$ cat config.mk
export PLATFORM = sky130hd
export DESIGN_NAME = draw_rect_tile_binner_top
export DESIGN_NICKNAME = d
export VERILOG_FILES = /design/src/drtb_pkg.sv /design/src/drtb_regs.sv /design/src/drtb_ctrl.sv /design/src/drtb_dp.sv /design/src/draw_rect_tile_binner_top.sv
export VERILOG_INCLUDE_DIRS = /design/src /design/src/src
export SDC_FILE = /design/constraint.sdc
export NUM_CORES = 1
export LEC_CHECK = 0
export ABC_AREA = 1
export ABC_CLOCK_PERIOD_IN_PS = 9500
export BUFFER_PORTS_ARGS = -buffer_cell sky130_fd_sc_hd__buf_4
export CORE_MARGIN = 3
export CORE_UTILIZATION = 60
export DETAILED_ROUTE_END_ITERATION = 8
export GPL_ROUTABILITY_DRIVEN = 0
export PLACE_DENSITY = 0.8
export SYNTH_ARGS = -nofsm -noshare
export SYNTH_HDL_FRONTEND = slang
export SYNTH_SLANG_ARGS = --single-unit
export TNS_END_PERCENT = 100
$ cat constraint.sdc
create_clock -name clk -period 9.5 [get_ports clk]
set_input_delay 0.475 -clock clk [delete_from_list [all_inputs] [get_ports clk]]
set_output_delay 0.475 -clock clk [all_outputs]
set_load 0.02 [all_outputs]
$ cat src/draw_rect_tile_binner_top_assert.svh
// assertion macros used by the binner datapath module
`ifndef DRAW_RECT_TILE_BINNER_TOP_ASSERT_SVH
`define DRAW_RECT_TILE_BINNER_TOP_ASSERT_SVH

// same-cycle implication
`define DRTB_ASSERT_IMP(label, clk, rst, ante, cons, msg) \
  label: assert property (@(posedge clk) disable iff (rst) (ante) |-> (cons)) \
    else $error(msg);

// next-cycle implication
`define DRTB_ASSERT_NXT(label, clk, rst, ante, cons, msg) \
  label: assert property (@(posedge clk) disable iff (rst) (ante) |=> (cons)) \
    else $error(msg);

`endif

$ cat src/drtb_pkg.sv
`default_nettype none
package drtb_pkg;

  localparam int COORD_W = 16;
  localparam int EXT_W = COORD_W + 2;
  localparam int CFG_W = 13;
  localparam int DIV_W = CFG_W + 1;
  localparam int DIV_CNT_W = $clog2(DIV_W + 1);
  localparam int TILE_W = 6;
  localparam int DRAW_W = 16;
  localparam int REF_LIMIT = 64;
  localparam int REF_CNT_W = $clog2(REF_LIMIT + 1);
  localparam int MAX_TILES_X_DEF = 8;
  localparam int MAX_TILES_Y_DEF = 8;

  // divider lanes
  localparam int NUM_LANES = 6;
  localparam int LANE_TX0 = 0;
  localparam int LANE_TY0 = 1;
  localparam int LANE_TX1 = 2;
  localparam int LANE_TY1 = 3;
  localparam int LANE_GX = 4;
  localparam int LANE_GY = 5;

  // configuration port
  localparam int ADDR_W = 4;
  localparam int DATA_W = 32;
  localparam int REG_IDX_W = 2;
  localparam logic [REG_IDX_W-1:0] REG_SURFACE_WIDTH = 2'd0;
  localparam logic [REG_IDX_W-1:0] REG_SURFACE_HEIGHT = 2'd1;
  localparam logic [REG_IDX_W-1:0] REG_TILE_EDGE = 2'd2;

  localparam logic [CFG_W-1:0] SURFACE_WIDTH_RST = 13'd128;
  localparam logic [CFG_W-1:0] SURFACE_HEIGHT_RST = 13'd128;
  localparam logic [CFG_W-1:0] TILE_EDGE_RST = 13'd16;

  typedef struct packed {
    logic                      decode_ok;
    logic signed [COORD_W-1:0] dest_x;
    logic signed [COORD_W-1:0] dest_y;
    logic [COORD_W-1:0]        dest_width;
    logic [COORD_W-1:0]        dest_height;
    logic                      clip_enable;
    logic signed [COORD_W-1:0] clip_left;
    logic signed [COORD_W-1:0] clip_top;
    logic signed [COORD_W-1:0] clip_right;
    logic signed [COORD_W-1:0] clip_bottom;
    logic [DRAW_W-1:0]         draw_number;
  } draw_item_t;

  typedef struct packed {
    logic [TILE_W-1:0] tile_number;
    logic [DRAW_W-1:0] work_draw;
    logic              final_ref;
  } tile_ref_t;

  typedef struct packed {
    logic [CFG_W-1:0] surface_width;
    logic [CFG_W-1:0] surface_height;
    logic [CFG_W-1:0] tile_edge;
  } cfg_t;

  typedef enum logic [2:0] {
    ST_IDLE,
    ST_CLAMP,
    ST_CHECK,
    ST_DIVIDE,
    ST_SETUP,
    ST_EMIT
  } state_t;

  typedef struct packed {
    logic capture;
    logic clamp;
    logic check;
    logic div_step;
    logic setup;
    logic emit;
  } ctrl_cmd_t;

  typedef struct packed {
    logic drop;
    logic div_done;
    logic none;
    logic last;
    logic out_free;
  } dp_status_t;

endpackage
`default_nettype wire

$ cat src/drtb_regs.sv
`default_nettype none
module drtb_regs (
  input  wire logic                          clk,
  input  wire logic                          rst,
  input  wire logic                          psel,
  input  wire logic                          penable,
  input  wire logic                          pwrite,
  input  wire logic [drtb_pkg::ADDR_W-1:0]   paddr,
  input  wire logic [drtb_pkg::DATA_W-1:0]   pwdata,
  output logic      [drtb_pkg::DATA_W-1:0]   prdata,
  output drtb_pkg::cfg_t                     cfg
);

  logic [drtb_pkg::REG_IDX_W-1:0] idx;
  logic                           wr;

  assign idx = paddr[drtb_pkg::ADDR_W-1:2];
  assign wr = psel && penable && pwrite;

  always_ff @(posedge clk) begin
    if (rst) begin
      cfg.surface_width <= drtb_pkg::SURFACE_WIDTH_RST;
      cfg.surface_height <= drtb_pkg::SURFACE_HEIGHT_RST;
      cfg.tile_edge <= drtb_pkg::TILE_EDGE_RST;
    end else if (wr) begin
      case (idx)
        drtb_pkg::REG_SURFACE_WIDTH: cfg.surface_width <= pwdata[drtb_pkg::CFG_W-1:0];
        drtb_pkg::REG_SURFACE_HEIGHT: cfg.surface_height <= pwdata[drtb_pkg::CFG_W-1:0];
        drtb_pkg::REG_TILE_EDGE: cfg.tile_edge <= pwdata[drtb_pkg::CFG_W-1:0];
        default: ;
      endcase
    end
  end

  always_comb begin
    case (idx)
      drtb_pkg::REG_SURFACE_WIDTH: prdata = drtb_pkg::DATA_W'(cfg.surface_width);
      drtb_pkg::REG_SURFACE_HEIGHT: prdata = drtb_pkg::DATA_W'(cfg.surface_height);
      drtb_pkg::REG_TILE_EDGE: prdata = drtb_pkg::DATA_W'(cfg.tile_edge);
      default: prdata = '0;
    endcase
  end

endmodule
`default_nettype wire

$ cat src/drtb_ctrl.sv
`default_nettype none
module drtb_ctrl (
  input  wire logic               clk,
  input  wire logic               rst,
  input  wire logic               draw_valid,
  output logic                    draw_stall,
  input  wire drtb_pkg::dp_status_t sts,
  output drtb_pkg::ctrl_cmd_t     cmd
);

  drtb_pkg::state_t state;
  drtb_pkg::state_t state_next;

  always_ff @(posedge clk) begin
    if (rst) begin
      state <= drtb_pkg::ST_IDLE;
    end else begin
      state <= state_next;
    end
  end

  always_comb begin
    state_next = state;
    case (state)
      drtb_pkg::ST_IDLE: begin
        if (draw_valid) state_next = drtb_pkg::ST_CLAMP;
      end
      drtb_pkg::ST_CLAMP: state_next = drtb_pkg::ST_CHECK;
      drtb_pkg::ST_CHECK: begin
        state_next = sts.drop ? drtb_pkg::ST_IDLE : drtb_pkg::ST_DIVIDE;
      end
      drtb_pkg::ST_DIVIDE: begin
        if (sts.div_done) state_next = drtb_pkg::ST_SETUP;
      end
      drtb_pkg::ST_SETUP: begin
        state_next = sts.none ? drtb_pkg::ST_IDLE : drtb_pkg::ST_EMIT;
      end
      drtb_pkg::ST_EMIT: begin
        if (sts.out_free && sts.last) state_next = drtb_pkg::ST_IDLE;
      end
      default: state_next = drtb_pkg::ST_IDLE;
    endcase
  end

  always_comb begin
    cmd = '0;
    draw_stall = 1'b1;
    case (state)
      drtb_pkg::ST_IDLE: begin
        draw_stall = 1'b0;
        cmd.capture = draw_valid;
      end
      drtb_pkg::ST_CLAMP: cmd.clamp = 1'b1;
      drtb_pkg::ST_CHECK: cmd.check = 1'b1;
      drtb_pkg::ST_DIVIDE: cmd.div_step = 1'b1;
      drtb_pkg::ST_SETUP: cmd.setup = 1'b1;
      drtb_pkg::ST_EMIT: cmd.emit = sts.out_free;
      default: ;
    endcase
  end

endmodule
`default_nettype wire

$ cat src/drtb_dp.sv
`default_nettype none
`include "draw_rect_tile_binner_top_assert.svh"
module drtb_dp #(
  parameter int MAX_TILES_X = drtb_pkg::MAX_TILES_X_DEF,
  parameter int MAX_TILES_Y = drtb_pkg::MAX_TILES_Y_DEF
) (
  input  wire logic               clk,
  input  wire logic               rst,
  input  wire drtb_pkg::cfg_t     cfg,
  input  wire drtb_pkg::draw_item_t draw_item,
  input  wire drtb_pkg::ctrl_cmd_t cmd,
  output drtb_pkg::dp_status_t    sts,
  output logic                    tile_valid,
  input  wire logic               tile_stall,
  output drtb_pkg::tile_ref_t     tile_ref
);

  localparam int TXW = $clog2(MAX_TILES_X + 1);
  localparam int TYW = $clog2(MAX_TILES_Y + 1);
  localparam int PW = TXW + TYW;
  localparam int EW = drtb_pkg::EXT_W;
  localparam int CW = drtb_pkg::CFG_W;
  localparam int DW = drtb_pkg::DIV_W;

  drtb_pkg::draw_item_t item;

  // clamped corners, exclusive right and bottom
  logic signed [EW-1:0] x0c, y0c, x1c, y1c;
  logic                 bad;

  logic [CW-1:0]                  rem [drtb_pkg::NUM_LANES];
  logic [DW-1:0]                  quo [drtb_pkg::NUM_LANES];
  logic [drtb_pkg::DIV_CNT_W-1:0] div_cnt;

  logic [TXW-1:0]                 tiles_x, last_tx, cur_tx, tx0;
  logic [TYW-1:0]                 last_ty, cur_ty;
  logic [drtb_pkg::TILE_W-1:0]    row_base;
  logic [drtb_pkg::REF_CNT_W-1:0] ref_count;

  // clamp stage
  logic signed [EW-1:0] ax0, ay0, ax1, ay1, bx0, by0, bx1, by1;
  logic signed [EW-1:0] sw_s, sh_s;

  always_comb begin
    ax0 = EW'(item.dest_x);
    ay0 = EW'(item.dest_y);
    ax1 = ax0 + $signed({2'b00, item.dest_width});
    ay1 = ay0 + $signed({2'b00, item.dest_height});
    sw_s = $signed({{(EW - CW){1'b0}}, cfg.surface_width});
    sh_s = $signed({{(EW - CW){1'b0}}, cfg.surface_height});
    bx0 = ax0;
    by0 = ay0;
    bx1 = ax1;
    by1 = ay1;
    if (item.clip_enable) begin
      if (ax0 < EW'(item.clip_left)) bx0 = EW'(item.clip_left);
      if (ay0 < EW'(item.clip_top)) by0 = EW'(item.clip_top);
      if (ax1 > EW'(item.clip_right)) bx1 = EW'(item.clip_right);
      if (ay1 > EW'(item.clip_bottom)) by1 = EW'(item.clip_bottom);
    end
    if (bx0 < 0) bx0 = '0;
    if (by0 < 0) by0 = '0;
    if (bx1 > sw_s) bx1 = sw_s;
    if (by1 > sh_s) by1 = sh_s;
  end

  // check stage
  logic signed [EW-1:0] x1m1, y1m1;
  logic [DW-1:0]        gx_num, gy_num;

  assign x1m1 = x1c - EW'(1);
  assign y1m1 = y1c - EW'(1);
  assign gx_num = DW'(cfg.surface_width) + DW'(cfg.tile_edge) - DW'(1);
  assign gy_num = DW'(cfg.surface_height) + DW'(cfg.tile_edge) - DW'(1);

  assign sts.drop = bad || (x0c >= x1c) || (y0c >= y1c) || (cfg.tile_edge == '0);
  assign sts.div_done = (div_cnt == drtb_pkg::DIV_CNT_W'(1));

  // setup stage: grid size, walk bounds
  logic [TXW-1:0] tiles_x_c, last_tx_c;
  logic [TYW-1:0] tiles_y_c, last_ty_c;
  logic [PW-1:0]  base_prod;

  always_comb begin
    tiles_x_c = (quo[drtb_pkg::LANE_GX] < DW'(MAX_TILES_X)) ?
                TXW'(quo[drtb_pkg::LANE_GX]) : TXW'(MAX_TILES_X);
    tiles_y_c = (quo[drtb_pkg::LANE_GY] < DW'(MAX_TILES_Y)) ?
                TYW'(quo[drtb_pkg::LANE_GY]) : TYW'(MAX_TILES_Y);
    last_tx_c = (quo[drtb_pkg::LANE_TX1] < DW'(tiles_x_c)) ?
                TXW'(quo[drtb_pkg::LANE_TX1]) : tiles_x_c - TXW'(1);
    last_ty_c = (quo[drtb_pkg::LANE_TY1] < DW'(tiles_y_c)) ?
                TYW'(quo[drtb_pkg::LANE_TY1]) : tiles_y_c - TYW'(1);
    base_prod = PW'(TYW'(quo[drtb_pkg::LANE_TY0])) * PW'(tiles_x_c);
  end

  assign sts.none = (quo[drtb_pkg::LANE_TX0] >= DW'(tiles_x_c)) ||
                    (quo[drtb_pkg::LANE_TY0] >= DW'(tiles_y_c));

  assign sts.last = ((cur_tx == last_tx) && (cur_ty == last_ty)) ||
                    (ref_count == drtb_pkg::REF_CNT_W'(drtb_pkg::REF_LIMIT - 1));
  assign sts.out_free = !tile_valid || !tile_stall;

  always_ff @(posedge clk) begin
    if (cmd.capture) item <= draw_item;
    if (cmd.clamp) begin
      x0c <= bx0;
      y0c <= by0;
      x1c <= bx1;
      y1c <= by1;
      bad <= !item.decode_ok || (item.dest_width == '0) || (item.dest_height == '0);
    end
  end

  // six restoring dividers by tile_edge, one quotient bit per cycle
  always_ff @(posedge clk) begin
    if (rst) begin
      div_cnt <= '0;
    end else if (cmd.check && !sts.drop) begin
      div_cnt <= drtb_pkg::DIV_CNT_W'(DW);
    end else if (cmd.div_step) begin
      div_cnt <= div_cnt - drtb_pkg::DIV_CNT_W'(1);
    end
  end

  always_ff @(posedge clk) begin
    logic [DW-1:0] trial;
    logic [DW-1:0] diff;
    if (cmd.check) begin
      for (int i = 0; i < drtb_pkg::NUM_LANES; i++) begin
        rem[i] <= '0;
      end
      quo[drtb_pkg::LANE_TX0] <= DW'(x0c[CW-1:0]);
      quo[drtb_pkg::LANE_TY0] <= DW'(y0c[CW-1:0]);
      quo[drtb_pkg::LANE_TX1] <= DW'(x1m1[CW-1:0]);
      quo[drtb_pkg::LANE_TY1] <= DW'(y1m1[CW-1:0]);
      quo[drtb_pkg::LANE_GX] <= gx_num;
      quo[drtb_pkg::LANE_GY] <= gy_num;
    end else if (cmd.div_step) begin
      for (int i = 0; i < drtb_pkg::NUM_LANES; i++) begin
        trial = {rem[i], quo[i][DW-1]};
        diff = trial - DW'(cfg.tile_edge);
        if (trial >= DW'(cfg.tile_edge)) begin
          rem[i] <= diff[CW-1:0];
          quo[i] <= {quo[i][DW-2:0], 1'b1};
        end else begin
          rem[i] <= trial[CW-1:0];
          quo[i] <= {quo[i][DW-2:0], 1'b0};
        end
      end
    end
  end

  // tile walk, row by row
  always_ff @(posedge clk) begin
    if (cmd.setup) begin
      tiles_x <= tiles_x_c;
      last_tx <= last_tx_c;
      last_ty <= last_ty_c;
      tx0 <= TXW'(quo[drtb_pkg::LANE_TX0]);
      cur_tx <= TXW'(quo[drtb_pkg::LANE_TX0]);
      cur_ty <= TYW'(quo[drtb_pkg::LANE_TY0]);
      row_base <= drtb_pkg::TILE_W'(base_prod);
      ref_count <= '0;
    end else if (cmd.emit) begin
      ref_count <= ref_count + drtb_pkg::REF_CNT_W'(1);
      if (cur_tx == last_tx) begin
        cur_tx <= tx0;
        cur_ty <= cur_ty + TYW'(1);
        row_base <= row_base + drtb_pkg::TILE_W'(tiles_x);
      end else begin
        cur_tx <= cur_tx + TXW'(1);
      end
    end
  end

  // output word register
  always_ff @(posedge clk) begin
    if (rst) begin
      tile_valid <= 1'b0;
    end else if (cmd.emit) begin
      tile_valid <= 1'b1;
    end else if (!tile_stall) begin
      tile_valid <= 1'b0;
    end
  end

  always_ff @(posedge clk) begin
    if (cmd.emit) begin
      tile_ref.tile_number <= row_base + drtb_pkg::TILE_W'(cur_tx);
      tile_ref.work_draw <= item.draw_number;
      tile_ref.final_ref <= sts.last;
    end
  end

  `DRTB_ASSERT_IMP(a_walk_in_bounds, clk, rst, cmd.emit, (cur_tx <= last_tx) && (cur_ty <= last_ty), "tile walk left its bounds")
  `DRTB_ASSERT_IMP(a_ref_limit, clk, rst, cmd.emit, ref_count < drtb_pkg::REF_CNT_W'(drtb_pkg::REF_LIMIT), "too many words for one draw")
  `DRTB_ASSERT_NXT(a_div_armed, clk, rst, cmd.check && !sts.drop, div_cnt == drtb_pkg::DIV_CNT_W'(DW), "divider not armed")
  `DRTB_ASSERT_NXT(a_final_shown, clk, rst, cmd.emit && sts.last, tile_valid && tile_ref.final_ref, "last word not marked")

endmodule
`default_nettype wire

$ cat src/draw_rect_tile_binner_top.sv
// draw rectangle tile binner
// draw channel: draw_valid / draw_stall carry one draw_item word; the draw is
// clamped to surface and enabled clip box, then split into tile references.
// tile channel: tile_valid / tile_stall carry one tile_ref word per covered
// tile, row by row, left to right; final_ref marks the last word of a draw.
// config: apb-style port, surface_width at 0x0, surface_height at 0x4,
// tile_edge at 0x8; write only while idle.
// one draw at a time. a dropped or empty draw goes back to idle after the clamp
// and check states; one lying wholly outside the tile grid goes back after the
// divide and setup states. otherwise the words are registered after setup, one
// word per cycle while the receiver does not stall. the 14-step shared divide by
// tile_edge (six quotient lanes in parallel) lies between accept and setup.
// while the receiver stalls the output word holds and the tile walk waits;
// no word is lost.
// reset: config returns to 128 x 128 surface and 16 pixel tiles, the block
// goes idle and no word is valid.
`default_nettype none
module draw_rect_tile_binner_top #(
  parameter int MAX_TILES_X = drtb_pkg::MAX_TILES_X_DEF,
  parameter int MAX_TILES_Y = drtb_pkg::MAX_TILES_Y_DEF
) (
  input  wire logic                          clk,
  input  wire logic                          rst,
  input  wire logic                          psel,
  input  wire logic                          penable,
  input  wire logic                          pwrite,
  input  wire logic [drtb_pkg::ADDR_W-1:0]   paddr,
  input  wire logic [drtb_pkg::DATA_W-1:0]   pwdata,
  output logic      [drtb_pkg::DATA_W-1:0]   prdata,
  output logic                               pready,
  input  wire logic                          draw_valid,
  output logic                               draw_stall,
  input  wire drtb_pkg::draw_item_t          draw_item,
  output logic                               tile_valid,
  input  wire logic                          tile_stall,
  output drtb_pkg::tile_ref_t                tile_ref
);

  drtb_pkg::cfg_t       cfg;
  drtb_pkg::ctrl_cmd_t  cmd;
  drtb_pkg::dp_status_t sts;

  assign pready = 1'b1;

  drtb_regs u_regs (
    .clk     (clk),
    .rst     (rst),
    .psel    (psel),
    .penable (penable),
    .pwrite  (pwrite),
    .paddr   (paddr),
    .pwdata  (pwdata),
    .prdata  (prdata),
    .cfg     (cfg)
  );

  drtb_ctrl u_ctrl (
    .clk        (clk),
    .rst        (rst),
    .draw_valid (draw_valid),
    .draw_stall (draw_stall),
    .sts        (sts),
    .cmd        (cmd)
  );

  drtb_dp #(
    .MAX_TILES_X (MAX_TILES_X),
    .MAX_TILES_Y (MAX_TILES_Y)
  ) u_dp (
    .clk        (clk),
    .rst        (rst),
    .cfg        (cfg),
    .draw_item  (draw_item),
    .cmd        (cmd),
    .sts        (sts),
    .tile_valid (tile_valid),
    .tile_stall (tile_stall),
    .tile_ref   (tile_ref)
  );

endmodule
`default_nettype wire
==> run_results.csv <==
group,metric,value,unit
pwr,intPower,5.75,mW
yosys,yosysSeqAreaShare,45.3,%
placed_design,pre_cts_ws,3.87,ns
routing,vias,24749,
pwr,power.density,274,nW/um2
placed_design,post_dp_cell_area,33100,um2
run,drv_cap,0,
final_layout,layout_commonest_cell,"nand2_1",
clocking,cts_root_buffer,"clkbuf_16",
global_route,busiest_layer,"met2",
final_layout,drive_gt1_share,9.70,%
global_route,grt_util_all_layers,27.8,%
clocking,insertion_delay,0.61,ns
clocking,post_cts_buffers,0,
sta,tightest_slew,1.14,ns
critical_path,critPathRequiredTime,9.83,ns
die,die_height,233,um
yosys,synth-seq-cells,484,
pwr,power.switching,3.81,mW
yosys,yosys_warnings,0,
routing,drcViolationCount,0,
critical_path,arrival,6.02,ns
global_route,overflow,0,
yosys,synth_area_per_cell,8.93,um2
die,dieArea,54200,um2
critical_path,cpMaxStageDelayCell,"fa_1",
die,die_w,233,um
routing,wl_per_cell,17.3,um
final_layout,fillCellCount,3982,
placed_design,detailed_place_hpwl,57000,um
global_route,antenna_found_initial,2,
die,num_rows,82,
pwr,clockPowerShare,22.4,%
pwr,peakVddDrop,0.255,mV
global_route,grt_use_met1,35.7,%
critical_path,path_class,"register to register",
yosys,syn_inst,3458,
final_layout,stdcell_area,34900,um2
critical_path,cp-start-kind,"register",
clocking,cts_max_path_buffers,3,
sta,clock_skew,0.0214,ns
yosys,yosys.area.top_type,"edfxtp_1",
critical_path,crit_top_cell,"nand2_1",
routing,via_per_inst,5.64,
global_route,grtUsageMet2,46.0,%
clocking,clk_pin_slew,0.07,ns
yosys,syn-cell-area,30900,um2
die,io_pins,247,
sta,layout_min_cycle_time,5.69,ns
sta,fin_crit_sh,59.9,%
sta,hold_viol,0,
yosys,synthTopCellsByArea,"edfxtp_1 42%, ha_1 13%, nand2_1 8.2%",
global_route,grt_pass1_wl,120000,um
critical_path,cp_max_fo,27,
sta,fin_ws,3.81,ns
final_layout,final_cells,4385,
status,status,"finished clean",
critical_path,cp.buffers_inverters,3,
yosys,synth_edf_count,430,
global_route,met3_usage,4.80,%
global_route,grt_start_max_net_pins,101,
clocking,cts_inserted_buffers,52,
clocking,postCtsHoldBufs,0,
die,core_area,50500,um2
placed_design,portBuffers,205,
pwr,pwr-share-seq,35.7,%
sta,fmax,176,MHz
placed_design,post-place-cells,4285,
routing,drtAntennaViolNets,0,
die,start_util,61.2,%
clocking,cts_resized,0,
yosys,async_flop_share,0,%
pwr,leakagePower,15.6,nW
final_layout,layout_common_cells,"677 x nand2_1, 476 x inv_1, 430 x edfxtp_1",
routing,dr.pass1.iters,5,
routing,totalWireLength,76000,um
global_route,grt_pass1_vias,23543,
min_path,hp-class,"primary input to register",
critical_path,max_stage_delay,0.41,ns
yosys,synth_top_area_share,41.8,%
yosys,synth_cell_types,53,
sta,setup_viol,0,
pwr,power_frac_comb,41.9,%
sta,slew_violations,0,
pwr,p_sw_share,39.9,%
yosys,ys.flop_type,"edfxtp_1",
final_layout,fin_util,69.1,%
sta,slew_headroom,23.1,%
sta,tns,0,ns
critical_path,critPathTopFamily,"simple AND/OR/NAND/NOR gates",
sta,rsz0062_at_grt,"no",
critical_path,r2r_setup_slack,3.81,ns
clocking,cts_max_level,2,
final_layout,syn_to_final_growth,13.0,%
critical_path,end_kind,"register",
final_layout,nNetsFinal,4200,
routing,first_iter_violations,2091,
clocking,clkSinkCount,484,
clocking,cts_tree,"done",
==> kinds of logic (layout without fill, tap and decap cells) <==
kind of cell,after synthesis,count (layout),share of synthesized area (%)
other,2,24,0.0243
buffers and inverters,574,807,7.34
XOR/XNOR,133,133,3.77
adder cells (fa/ha/maj),344,344,14.3
AO/OA/AOI/OAI,727,727,12.8
AND/OR/NAND/NOR,1192,1192,16.3
multiplexers,2,2,0.0649
flip-flops,484,484,45.3
==> cell type report <==
class / instances / area [um2] / share of cell area, %
Antenna cell: 2 / 5.00 / 0.0143
Clock buffer: 66 / 1420 / 4.06
Clock inverter: 32 / 398 / 1.14
Inverter: 482 / 1810 / 5.19
Multi-Input combinational cell: 2420 / 14700 / 42.2
Sequential cell: 484 / 14000 / 40.1
Tap cell: 672 / 841 / 2.41
Timing Repair Buffer: 227 / 1700 / 4.89
==> final timing paths <==
path	from	cells after the start	end
hold reg to reg	u_dp.item[5]	0	u_dp.tile_ref[6]
setup reg to reg	u_dp.ax0[0]	37	u_dp.x1c[10]
setup / recovery	u_dp.ax0[0]	37	u_dp.x1c[10]
hold / removal	draw_item[48]	1	u_dp.item[48]
==> Yosys cell counts, types with 4 or more instances <==
cell type	instances
a21boi_0	8
a21o_1	19
a21oi_1	274
a221oi_1	6
a31oi_1	27
buf_1	4
buf_2	8
buf_4	23
clkbuf_1	55
dfxtp_1	54
edfxtp_1	430
fa_1	16
ha_1	328
inv_1	478
nand2_1	678
nand2_2	4
nand2_4	5
nand3_1	134
nand4_1	45
nor2_1	218
nor2_2	5
nor3_1	52
nor4_1	25
o211ai_1	15
o21a_1	6
o21ai_0	314
o21ai_1	8
o21bai_1	10
o221ai_1	13
o22ai_1	13
or2_2	14
xnor2_1	48
xor2_1	85
==> per-layer routing <==
metal  vias up  wire, um
met2       848     35800
met4         2      3590
li1      12280         -
met1     11396     31400
met5         -        13
met3       223      5200
==> flip-flops by register name (all words and copies together) (netlist names), 16 cells and up <==
signal	cells
u_dp.y1c	18
u_dp.x0c	16
u_dp.item	114
u_dp.y0c	16
u_dp.rem	78
u_dp.ax0	16
u_dp.quo	84
u_regs.cfg	39
u_dp.x1c	18
u_dp.tile_ref	23
u_dp.ay0	16
==> power by group through the flow <==
stage | logic, mW | registers [mW] | clock network, mW
floorplan | 3.03 | 3.39 | 0
global placement | 3.80 | 3.43 | 0
detailed placement | 3.93 | 3.45 | 0
CTS | 3.98 | 3.41 | 2.17
global route | 4.60 | 3.46 | 2.25
finish | 4.00 | 3.42 | 2.14
==> metrics by stage <==
step	hold WS (ns)	total power, mW
4_1_cts	0.00468	9.55
3_3_place_gp	0.400	7.23
5_1_grt	0.00605	10.3
2_1_floorplan	0.400	6.42
6_report	0.0352	9.56
3_5_place_dp	0.405	7.38
No activity file was read; power rests on OpenSTA's default activity.
